--- config.mk ---
export PLATFORM = sky130hd
export DESIGN_NAME = euler_cycle_stack_walk_top
export DESIGN_NICKNAME = d
export VERILOG_FILES = /design/src/hdl/ecsw_pkg.sv /design/src/hdl/ecsw_ram.sv /design/src/hdl/ecsw_find.sv /design/src/hdl/euler_cycle_stack_walk_top.sv
export VERILOG_INCLUDE_DIRS = /design/src /design/src/hdl
export SDC_FILE = /design/constraint.sdc
export NUM_CORES = 1
export LEC_CHECK = 0
export BUFFER_PORTS_ARGS = -buffer_cell sky130_fd_sc_hd__buf_4
export CAP_MARGIN = 10
export CELL_PAD_IN_SITES_DETAIL_PLACEMENT = 1
export CELL_PAD_IN_SITES_GLOBAL_PLACEMENT = 2
export CORE_UTILIZATION = 43
export DETAILED_ROUTE_END_ITERATION = 10
export PLACE_DENSITY_LB_ADDON = 0.1
export SLEW_MARGIN = 20
export SYNTH_ARGS = -nofsm -noshare
export SYNTH_HDL_FRONTEND = slang
export SYNTH_HIERARCHICAL = 1
export SYNTH_SLANG_ARGS = --single-unit
export TNS_END_PERCENT = 10
--- constraint.sdc ---
create_clock -name clk -period 3.9 [get_ports clk]
set_input_delay 0.585 -clock clk [delete_from_list [all_inputs] [get_ports clk]]
set_output_delay 0.585 -clock clk [all_outputs]
set_load 0.005 [all_outputs]
--- src/hdl/assert_macros.svh ---
// Assertion macros used by the top level of the stack walk block.
`ifndef ASSERT_MACROS_SVH
`define ASSERT_MACROS_SVH

// The condition holds at every clock edge outside reset.
`define ASSERT_ALWAYS(label, clk, rst, cond, msg) \
  label: assert property (@(posedge clk) disable iff (rst) (cond)) else $error(msg);

// The consequent holds in the same cycle as the antecedent.
`define ASSERT_IMPLIES(label, clk, rst, ante, cons, msg) \
  label: assert property (@(posedge clk) disable iff (rst) (ante) |-> (cons)) else $error(msg);

// The consequent holds in the cycle after the antecedent.
`define ASSERT_NEXT(label, clk, rst, ante, cons, msg) \
  label: assert property (@(posedge clk) disable iff (rst) (ante) |=> (cons)) else $error(msg);

`endif

--- src/hdl/ecsw_pkg.sv ---
// Types, constants and state encoding shared by the stack walk block.
package ecsw_pkg;

  localparam int unsigned MAX_VERTICES_DEF = 8;
  localparam int unsigned STACK_DEPTH_DEF  = 37;
  localparam int unsigned RESULT_CAP       = 36;
  localparam int unsigned ROW_COLS         = 8;
  localparam int unsigned VERTEX_W         = 3;
  localparam int unsigned VC_W             = 4;
  localparam int unsigned COUNT_W          = $clog2(RESULT_CAP + 1);
  localparam logic [VC_W-1:0] VC_RESET     = 4'd8;

  typedef logic [VERTEX_W-1:0] vertex_t;

  typedef struct packed {
    logic [2:0] row_index;
    logic [7:0] row_bits;
    logic       last_row;
  } item_t;

  typedef struct packed {
    logic [2:0] from_vertex;
    logic [2:0] to_vertex;
    logic       last_edge;
  } result_t;

  // Answer of the lowest-edge finder.
  typedef struct packed {
    logic    found;
    vertex_t col;
  } find_t;

  typedef enum logic [1:0] {
    ST_IDLE,
    ST_SCAN,
    ST_POP,
    ST_FINISH
  } state_t;

endpackage

--- src/hdl/ecsw_ram.sv ---
// Generic single-write, single-read RAM with a registered read port.
module ecsw_ram #(
  parameter int unsigned WIDTH = 3,
  parameter int unsigned DEPTH = 37
) (
  input  logic                     clk,
  input  logic                     we,
  input  logic [$clog2(DEPTH)-1:0] waddr,
  input  logic [WIDTH-1:0]         wdata,
  input  logic                     re,
  input  logic [$clog2(DEPTH)-1:0] raddr,
  output logic [WIDTH-1:0]         rdata
);

  logic [WIDTH-1:0] mem [DEPTH];

  always_ff @(posedge clk) begin
    if (we) begin
      mem[waddr] <= wdata;
    end
    if (re) begin
      rdata <= mem[raddr];
    end
  end

endmodule

--- src/hdl/ecsw_find.sv ---
// Lowest-numbered unused edge finder over one adjacency row, limited to the active columns.
module ecsw_find import ecsw_pkg::*; (
  input  logic [ROW_COLS-1:0] row,
  input  logic [VC_W-1:0]     ncols,
  output find_t               hit
);

  logic [ROW_COLS-1:0] masked;

  always_comb begin
    for (int j = 0; j < ROW_COLS; j++) begin
      masked[j] = row[j] && (VC_W'(j) < ncols);
    end
  end

  // Scanning from the top down leaves the lowest set column in place.
  always_comb begin
    hit.found = |masked;
    hit.col   = '0;
    for (int j = ROW_COLS - 1; j >= 0; j--) begin
      if (masked[j]) begin
        hit.col = VERTEX_W'(j);
      end
    end
  end

endmodule

--- src/hdl/euler_cycle_stack_walk_top.sv ---
// Top level of the Euler circuit stack walk: matrix rows, walk sequencer and result register.
`include "assert_macros.svh"

// The block holds an undirected adjacency matrix that is loaded one row per input
// transaction, one transaction per cycle while item_stall is low. The transaction whose
// last_row bit is set stores its row and then starts a Hierholzer walk from vertex 0;
// item_stall stays high until the walk has finished and its last result has been moved
// into the output register. Each walk step looks at the vertex on top of the stack
// through a single shared lowest-edge finder: taking an edge stays in the scan state, a
// pop that yields a result passes through the pop state (the stack lives in a RAM with a
// registered read), and the walk closes in the finish state. Pops and closing the walk
// wait while the output register is full and the downstream side holds result_stall high.
// Each result is held back by one step so that last_edge can be set on the final edge of
// the circuit; a walk stops after 36 results and leaves any untaken edges in the matrix.
// The vertex_count register limits the columns the walk looks at; it is written over the
// cfg channel, which is ready whenever no walk is in progress.
module euler_cycle_stack_walk_top import ecsw_pkg::*; #(
  parameter int unsigned MAX_VERTICES = MAX_VERTICES_DEF,
  parameter int unsigned STACK_DEPTH  = STACK_DEPTH_DEF
) (
  input  logic            clk,
  input  logic            rst,
  input  logic            item_valid,
  output logic            item_stall,
  input  item_t           item,
  output logic            result_valid,
  input  logic            result_stall,
  output result_t         result,
  input  logic            cfg_valid,
  output logic            cfg_ready,
  input  logic [VC_W-1:0] cfg_data
);

  // Rows beyond the eighth can never be addressed, so storage stops there.
  localparam int unsigned ROWS = (MAX_VERTICES < ROW_COLS) ? MAX_VERTICES : ROW_COLS;
  localparam int unsigned RW   = $clog2(ROWS);
  localparam int unsigned SW   = $clog2(STACK_DEPTH + 1);
  localparam int unsigned AW   = $clog2(STACK_DEPTH);
  localparam logic [VC_W-1:0] ROWS_V = VC_W'(ROWS);

  state_t              state;
  state_t              state_next;
  logic [VC_W-1:0]     vertex_count;
  logic [ROW_COLS-1:0] edges [ROWS];
  vertex_t             top;
  logic [SW-1:0]       depth;
  logic [COUNT_W-1:0]  count;
  logic                pend_valid;
  result_t             pend;

  logic [VC_W-1:0]     ncols;
  find_t               hit;
  logic [SW-1:0]       depth_m1;
  logic [SW-1:0]       depth_m2;
  vertex_t             below;
  logic                item_accept;
  logic                out_free;
  logic                depth_full;
  logic                take;
  logic                scan_pop;
  logic                pop_go;
  logic                fin_go;
  logic                out_push;
  result_t             out_word;

  assign item_stall  = (state != ST_IDLE);
  assign cfg_ready   = (state == ST_IDLE);
  assign item_accept = item_valid && !item_stall;

  // Columns in use saturate at the number of stored rows.
  assign ncols    = (vertex_count > ROWS_V) ? ROWS_V : vertex_count;
  assign depth_m1 = depth - SW'(1);
  assign depth_m2 = depth - SW'(2);

  ecsw_find u_find (
    .row   (edges[top[RW-1:0]]),
    .ncols (ncols),
    .hit   (hit)
  );

  // The stack RAM holds every entry below the top; the top itself sits in a register.
  ecsw_ram #(
    .WIDTH (VERTEX_W),
    .DEPTH (STACK_DEPTH)
  ) u_stack (
    .clk   (clk),
    .we    (take),
    .waddr (depth_m1[AW-1:0]),
    .wdata (top),
    .re    (scan_pop),
    .raddr (depth_m2[AW-1:0]),
    .rdata (below)
  );

  // Control decoded from the sequencer state.
  always_comb begin
    out_free   = !result_valid || !result_stall;
    depth_full = (depth == SW'(STACK_DEPTH));
    take       = (state == ST_SCAN) && hit.found && !depth_full;
    scan_pop   = (state == ST_SCAN) && !take && (depth >= SW'(2));
    pop_go     = (state == ST_POP) && (!pend_valid || out_free);
    fin_go     = (state == ST_FINISH) && (!pend_valid || out_free);
    out_push   = (pop_go || fin_go) && pend_valid;
    out_word   = pend;
    out_word.last_edge = fin_go;
  end

  always_comb begin
    state_next = state;
    case (state)
      ST_IDLE: begin
        if (item_accept && item.last_row) begin
          state_next = ST_SCAN;
        end
      end
      ST_SCAN: begin
        if (take) begin
          state_next = ST_SCAN;
        end else if (scan_pop) begin
          state_next = ST_POP;
        end else begin
          state_next = ST_FINISH;
        end
      end
      ST_POP: begin
        if (pop_go) begin
          state_next = (count == COUNT_W'(RESULT_CAP - 1)) ? ST_FINISH : ST_SCAN;
        end
      end
      ST_FINISH: begin
        if (fin_go) begin
          state_next = ST_IDLE;
        end
      end
      default: begin
        state_next = ST_IDLE;
      end
    endcase
  end

  // Control state, the matrix and the counters.
  always_ff @(posedge clk) begin
    if (rst) begin
      state        <= ST_IDLE;
      vertex_count <= VC_RESET;
      depth        <= '0;
      count        <= '0;
      pend_valid   <= 1'b0;
      result_valid <= 1'b0;
      for (int r = 0; r < ROWS; r++) begin
        edges[r] <= '0;
      end
    end else begin
      state <= state_next;

      if (cfg_valid && cfg_ready) begin
        vertex_count <= cfg_data;
      end

      if (item_accept) begin
        if ({1'b0, item.row_index} < ROWS_V) begin
          edges[item.row_index[RW-1:0]] <= item.row_bits;
        end
        if (item.last_row) begin
          depth <= SW'(1);
          count <= '0;
        end
      end

      // Taking an edge clears it in both directions, even if the matrix is one-sided.
      if (take) begin
        edges[top[RW-1:0]][hit.col] <= 1'b0;
        if ({1'b0, hit.col} < ROWS_V) begin
          edges[hit.col[RW-1:0]][top] <= 1'b0;
        end
        depth <= depth + SW'(1);
      end

      if (pop_go) begin
        depth      <= depth_m1;
        count      <= count + COUNT_W'(1);
        pend_valid <= 1'b1;
      end

      // Closing a walk empties the stack, also when it stopped at the result limit.
      if (fin_go) begin
        depth      <= '0;
        pend_valid <= 1'b0;
      end

      if (out_push) begin
        result_valid <= 1'b1;
      end else if (!result_stall) begin
        result_valid <= 1'b0;
      end
    end
  end

  // Payload registers.
  always_ff @(posedge clk) begin
    if (item_accept && item.last_row) begin
      top <= '0;
    end else if (take) begin
      top <= hit.col;
    end else if (pop_go) begin
      top <= below;
    end

    if (pop_go) begin
      pend.from_vertex <= top;
      pend.to_vertex   <= below;
      pend.last_edge   <= 1'b0;
    end

    if (out_push) begin
      result <= out_word;
    end
  end

  `ASSERT_ALWAYS(a_depth_bound, clk, rst, depth <= SW'(STACK_DEPTH), "stack depth overrun")
  `ASSERT_ALWAYS(a_count_bound, clk, rst, count <= COUNT_W'(RESULT_CAP), "result count overrun")
  `ASSERT_IMPLIES(a_idle_clean, clk, rst, state == ST_IDLE, depth == '0 && !pend_valid,
                  "idle with walk left over")
  `ASSERT_NEXT(a_last_flag, clk, rst, fin_go && pend_valid, result_valid && result.last_edge,
               "final edge not flagged")

endmodule
==> results of run 1 <==
-- final cells by class --
type / count / area [um2] / area share, %
flip-flops and latches: 217 / 5620 / 46.1
well taps: 324 / 405 / 3.33
clock buffers: 42 / 811 / 6.66
repair buffers: 69 / 543 / 4.46
clock inverters: 4 / 60.1 / 0.493
multi-input cells: 645 / 4690 / 38.5
inverters: 13 / 48.8 / 0.401
-- critical path: stages (launching register included) --
cell      delay [ns]
dfxtp_1         0.35
buf_12          0.19
mux4_2          0.52
mux2_2          0.30
a211oi_1        0.22
or3_1           0.15
nor2b_4         0.15
nand2b_1        0.17
and4bb_2        0.33
o21ai_2         0.11
buf_4           0.32
o22ai_1         0.30
a221oi_1        0.41
-- cells in the final DEF, fill, tap and decap left out, drive strengths merged, types with 3 or more instances in the layout --
master  Yosys  layout
a211oi     16      16
a21oi      89      89
a221oi     43      43
a22o        8       8
a22oi      17      17
and2        6       6
and3        7       7
buf        32      69
clkbuf     23      42
dfxtp      90      90
edfxtp    127     127
ha          8       8
inv        13      14
mux2       13      13
mux2i      54      54
mux4       19      19
nand2      39      39
nand2b     11      11
nand3      19      19
nand3b      7       7
nand4       4       4
nor2       88      88
nor2b      78      78
nor3       22      22
o21a        3       3
o21ai      20      20
o22ai      16      16
o41ai       3       3
or2         5       5
or3         6       6
xnor2       6       6
xor2        6       6
-- power by group through the flow --
stage	Clock [mW]	Combinational (mW)	Sequential, mW
floorplan	0	1.68	2.81
detailed placement	0	2.40	2.90
global route	2.56	2.61	2.88
CTS	2.47	2.41	2.86
finish	2.43	2.44	2.86
global placement	0	2.34	2.89
-- through the flow --
step / cells / hold slack (ns) / util (%) / setup WS, ns
floorplan: 930 / 0.400 / - / 0.311
global placement: 1268 / 0.401 / 46.5 / 0.404
detailed placement: 1268 / 0.406 / 46.5 / 0.254
CTS: 1314 / 0.287 / 50.1 / 0.237
global route: 1314 / 0.300 / 50.1 / 0.0322
finish: 1314 / 0.309 / 50.1 / 0.243
-- cells in the mapped netlist (3+ instances only) --
library cell and number:
a211oi_1 15, a21oi_1 86, a221oi_1 39, a221oi_2 4, a22o_1 8, a22oi_1 17, and2_1 6, and3_1 7
buf_1 4, buf_2 14, buf_4 8, buf_6 4, clkbuf_1 21, dfxtp_1 90, edfxtp_1 127, ha_1 8
inv_1 11, mux2_2 12, mux2i_1 54, mux4_2 19, nand2_1 39, nand2b_1 11, nand3_1 19, nand3b_1 6
nand4_1 4, nor2_1 84, nor2_2 3, nor2b_1 77, nor3_1 22, o21a_1 3, o21ai_0 9, o21ai_1 3
o21ai_2 8, o22ai_1 14, o41ai_2 3, or2_2 5, or3_1 5, xnor2_1 6, xor2_1 6
-- state kept, by name, summed over array words and instances (netlist names), 2 cells and up, named ones only --
| name | cells |
|---|---|
| u_stack/rdata | 3 |
| edges | 64 |
| depth | 6 |
| state | 2 |
| u_stack/mem | 111 |
| count | 6 |
| vertex_count | 4 |
| top | 3 |
| result | 7 |
| out_word | 6 |
-- cell families (layout without fill, tap and decap cells) --
logic type	Yosys count	count (layout)	synth area share (%)
simple gates	305	305	15.6
compound gates	234	234	16.0
flops	217	217	52.6
mux	86	86	10.5
buf+inv	68	128	3.42
xor+xnor	12	12	0.985
fa+ha+maj	8	8	0.938
-- metal layers --
metal	vias up	share of wire, %
met5	-	0
met4	0	2.8
met3	68	6.6
li1	3618	-
met2	252	44
met1	4029	47
-- worst max path at each step --
stage                                    to  cells after the start  slack [ns]  from
2_1_floorplan      edges[4][6]$_SDFFE_PP0P_                     13        0.31  flop
3_3_place_gp       edges[5][5]$_SDFFE_PP0P_                     12        0.40  flop
3_5_place_dp       edges[2][0]$_SDFFE_PP0P_                     12        0.25  flop
4_1_cts            edges[2][0]$_SDFFE_PP0P_                     12        0.24  flop
5_1_grt        u_stack/mem[25][2]$_DFFE_PP_                     13        0.03  flop
6_report           edges[2][0]$_SDFFE_PP0P_                     12        0.24  flop
==> results by group, run 1 <==
Power and ir drop
  – Final total power: 7.73 mW
  – Peak supply drop: 0.000306 V
  – Pwr dens: 635 nW/um2
  – Net Sw Power: 2.73 mW
  – Leakage: 4.21 nW
  – Clock Power Share: 31.5%
  – Pint: 5.00 mW
  – Sw frac: 35.3%
  – Reg power frac: 37.0%
  – Comb pwr share: 31.5%

Setup path
  – Worst Path Arrival: 4.09 ns
  – Critical path class: reg2reg
  – Max FO, Critical Path: 20
  – R2r worst-path depth: 12
  – Type of origin of the critical path: flop
  – CP Capture Type: flop
  – R2R setup slack: 0.24 ns
  – Critical path required time: 4.33 ns
  – Critical R2R Capture: edges[2][0]$_SDFFE_PP0P_

Floorplan
  – Die H: 160 um
  – Die width: 160 um
  – DIE AREA: 25500 um2
  – I/O Pins: 31
  – Core outline area: 24300 um2
  – Initial Util: 43.9%
  – Num rows: 57

STA
  – F_max: 273 MHz
  – Final clock skew: 0.0126 ns
  – Fin crit period: 3.66 ns
  – Final period util: 93.8%
  – Final Setup Violations: 0
  – Max_slew headroom: 25.0%
  – RSZ-0062 raised after global routing: false
  – Final Max Slew Viols: 0
  – Final Hold Vio Count: 0
  – Slew at the pin closest to its max-slew limit: 1.12 ns
  – Setup_tns: 0 ns

Logic synthesis
  – Flop and latch count out of synthesis: 217
  – Top cells by area, synth: edfxtp_1, dfxtp_1, mux2i_1, nor2b_1, a21oi_1
  – Async SR Flop Fraction: 0%
  – Ys flop type: edfxtp_1
  – Yosys top cell by area: edfxtp_1
  – Synthesized area: 10700 um2
  – Syn nets: 959
  – EDFF count, synth: 127
  – Post-Synthesis Cells: 930
  – Yosys top cell area share: 35.7%
  – Yosys warns: 6
  – Mean Syn Cell Area: 11.5 um2
  – Seq/Total Area, Yosys: 52.6%
  – Synth cell types: 81

Place
  – GPL Wtd Cong: 0.878
  – DP Wirelength: 22400 um
  – Port Buffers: 30
  – Area after DPL: 11300 um2

Global routing
  – Gr busiest metal: met2
  – Grt ovf: 0
  – Vias in the first global route: 8248
  – Largest net degree at the start of global routing: 68
  – Gr usage total: 25.2%
  – Met1 GRT Util: 36.2%
  – Initial antenna violation count: 0
  – First-pass GRT wire length: 49100 um
  – Met3 Use GR: 5.03%
  – Met2 GRT Util: 38.2%

Status
  – Status: finished, final reports clean

Clock tree
  – CTS buffer count: 25
  – Clock sinks: 217
  – Post-CTS sizing: 0
  – Htree depth: 1
  – Post-CTS Setup Inserts: 0
  – CTS max path bufs: 3
  – Post-CTS Hold Fix Bufs: 0
  – Worst-path clk slew: 0.06 ns
  – Clock latency on the worst-skew pair: 0.54 ns
  – Clk root buf: clkbuf_16
  – CTS tree: built

Route
  – DRC violations left: 0
  – Vias per inst: 6.06
  – TritonRoute pass-1 iters: 7
  – Post-Route WL: 31900 um
  – Antenna Violating Nets Remaining: 0
  – Vias: 7967
  – Wire per inst: 24.3 um
  – Initial DRC Count: 657

Cells and area
  – Nets: 1000
  – Fraction of layout cells with a size suffix above 1: 19.1%
  – Final instance area: 12200 um2
  – Area Growth Syn to Fin: 14.1%
  – N_diodes: 0
  – Fillers: 2540

Min path
  – Hold path depth: 2
  – WHS Endpoint: edges[5][5]$_SDFFE_PP0P_
  – Worst hold-check path type: in2reg
  – Worst hold start: item[6]

Job
  – Max cap viols: 0
Power figures use the tool's default switching activity.
==> run 2: changes to the inputs <==
Settings changed: CELL_PAD_IN_SITES_GLOBAL_PLACEMENT 2 to 1, CORE_MARGIN from default to 2, CORE_UTILIZATION 43 to 51, PLACE_DENSITY from default to 0.89, PLACE_DENSITY_LB_ADDON 0.1 to default.
==> run 2 against run 1 <==
Fmax fell by 5.5%. Routed wire length is 2.1% higher. Sequential cell count is the same. Critical path type unchanged. Largest power group unchanged.
==> results by group, run 2 (same netlist as run 1, synthesis figures left out) <==
Power and ir drop
  – Clock Power Share: 28.8% (-2.7 points)
  – Comb pwr share: 33.4% (+1.9 points)
  – Final total power: 7.49 mW (-3.0%)
  – Pwr dens: 627 nW/um2 (-1.1%)
  – Leakage: 4.11 nW (-2.3%)
  – Sw frac: 36.2% (+0.93 points)
  – Reg power frac: 37.9% (+0.9 points)
  – Peak supply drop: 0.000294 V (-3.9%)
  – Net Sw Power: 2.71 mW (-0.46%)
  – Pint: 4.78 mW (-4.4%)

Route
  – Vias: 8328 (+4.5%)
  – Antenna Violating Nets Remaining: 0 (unchanged)
  – Post-Route WL: 32600 um (+2.1%)
  – TritonRoute pass-1 iters: 5 (-2)
  – DRC violations left: 0 (unchanged)
  – Initial DRC Count: 785 (+19%)
  – Wire per inst: 26.0 um (+7.3%)
  – Vias per inst: 6.66 (+9.8%)

STA
  – RSZ-0062 raised after global routing: true
  – Hold Slack: 0.320 ns (+0.0110 ns)
  – Final Max Slew Viols: 0 (unchanged)
  – Max_slew headroom: 30.1% (+5.1 points)
  – Final worst-path setup slack: 0.0313 ns (-0.211 ns)
  – Slew at the pin closest to its max-slew limit: 1.04 ns (-0.0849 ns)
  – Setup_tns: 0 ns (unchanged)
  – F_max: 258 MHz (-5.5%)
  – Final period util: 99.2% (+5.4 points)
  – Final Hold Vio Count: 0 (unchanged)
  – Fin crit period: 3.87 ns (+0.211 ns)
  – Final Setup Violations: 0 (unchanged)
  – Final clock skew: 0.0260 ns (+0.0133 ns)

Cells and area
  – Final instance area: 11900 um2 (-1.9%)
  – Largest Register: u_stack/mem
  – Commonest non-fill, non-tap cell in the layout: edfxtp_1
  – Most frequent cells in the layout: edfxtp_1, dfxtp_1, a21oi_1
  – Fin util: 58.7% (+8.6 points)
  – Post-route insts no fill: 1251 (-4.8%)
  – Fraction of layout cells with a size suffix above 1: 19.1% (-0.029 points)
  – Max FFs per register: 111 (unchanged)
  – Top Registers: u_stack/mem: 111 flops, edges: 64 flops, result: 7 flops
  – N_diodes: 0 (unchanged)
  – Fillers: 2100 (-17%)
  – Nets: 992 (-0.80%)
  – Area Growth Syn to Fin: 11.9%

Setup path
  – Critical path, cell by cell: nor2b_1 > nor2_2 > or3_1 > nor2b_4 > nand2b_1 > and3b_1 > nand2_1 > inv_2 > nor2b_1 > nand2_1 > nor2_1
  – R2R setup slack: 0.03 ns (-0.21 ns)
  – Critical path required time: 4.07 ns (-0.26 ns)
  – Worst Path Arrival: 4.04 ns (-0.05 ns)
  – Critical path class: reg2reg
  – Critical-path top delay cell: nor2b_1
  – CP max stage delay: 0.50 ns (-0.02 ns)
  – Type of origin of the critical path: flop
  – CP Capture Type: flop
  – Max FO, Critical Path: 11 (-45%)

Clock tree
  – Clock latency on the worst-skew pair: 0.53 ns (about the same)
  – CTS tree: built
  – Clock sinks: 217 (unchanged)
  – Htree depth: 1 (unchanged)
  – Clk root buf: clkbuf_16
  – CTS max path bufs: 3 (unchanged)
  – Worst-path clk slew: 0.06 ns (about the same)
  – Post-CTS Setup Inserts: 0 (unchanged)
  – CTS buffer count: 24 (-4.0%)

Place
  – Post-place setup slack: 0.205 ns (-0.0487 ns)
  – Port Buffers: 30 (unchanged)
  – GPL Wtd Cong: 0.914 (+4.0%)
  – Area after DPL: 11200 um2 (-1.2%)
  – DP Wirelength: 21300 um (-4.5%)
  – Placed cell count: 1207 (-4.8%)

Global routing
  – Gr usage total: 29.9% (+4.7 points)
  – Gr busiest metal: met2
  – Initial antenna violation count: 0 (unchanged)
  – Met2 GRT Util: 50.3% (+12 points)
  – Grt ovf: 0 (unchanged)
  – Met1 GRT Util: 37.8% (+1.6 points)
  – Met3 Use GR: 5.71% (+0.68 points)
  – First-pass GRT wire length: 50900 um (+3.8%)
  – Vias in the first global route: 8810 (+6.8%)
  – Largest net degree at the start of global routing: 83 (+22%)

Status
  – Status: finished, final reports clean

Floorplan
  – Initial Util: 52.4% (+8.5 points)
  – Num rows: 52 (-8.8%)
  – Core outline area: 20400 um2 (-16%)
  – Die H: 149 um (-6.8%)
  – I/O Pins: 31 (unchanged)
  – Die width: 149 um (-6.8%)
  – DIE AREA: 22100 um2 (-13%)

Job
  – Max cap viols: 0 (unchanged)

Min path
  – Worst hold-check path type: in2reg
[run 2: final timing paths]
kind	startpoint	cells past startpoint	endpoint
worst min register to register	out_word[6]$_DFFE_PP_	0	result[6]$_DFFE_PP_
worst min-delay path	item[8]	2	edges[7][7]$_SDFFE_PP0P_
worst max-delay path	vertex_count[3]$_SDFFE_PP1P_	11	u_stack/mem[0][2]$_DFFE_PP_
worst max register to register	vertex_count[3]$_SDFFE_PP1P_	11	u_stack/mem[0][2]$_DFFE_PP_
[run 2: what timing repair did]
action                                  CTS  global route
hold endpoints to repair                  0             0
gates resized for setup                   0             9
hold buffers                              0             0
endpoints found under the setup margin    0            68
[run 2: power groups by stage]
| stage | registers (mW) | clock network (mW) | logic (mW) |
|---|---|---|---|
| CTS | 2.83 | 2.17 | 2.44 |
| global route | 2.85 | 2.26 | 2.65 |
| floorplan | 2.81 | 0 | 1.68 |
| finish | 2.84 | 2.16 | 2.50 |
| detailed placement | 2.87 | 0 | 2.38 |
| global placement | 2.86 | 0 | 2.27 |
[run 2: area by class of cell]
class	count	area, um2	share of cell area (%)
well taps	270	338	2.83
clock inverters	10	71.3	0.597
inverters	13	48.8	0.409
flip-flops and latches	217	5620	47.0
multi-input cells	645	4720	39.5
repair buffers	62	478	4.00
clock buffers	34	673	5.64
[run 2: critical path: cells and delay by family, from the launching register on]
family | cells | cell delay (ns)
buffers and inverters | 1 | 0.21
flip-flops | 1 | 0.45
AND/OR/NAND/NOR | 10 | 2.85
[run 2: routing by layer]
layer,up-vias,wire length (um)
met4,0,1420
met5,-,0
met2,413,15900
met1,4191,12700
li1,3606,-
met3,118,2570
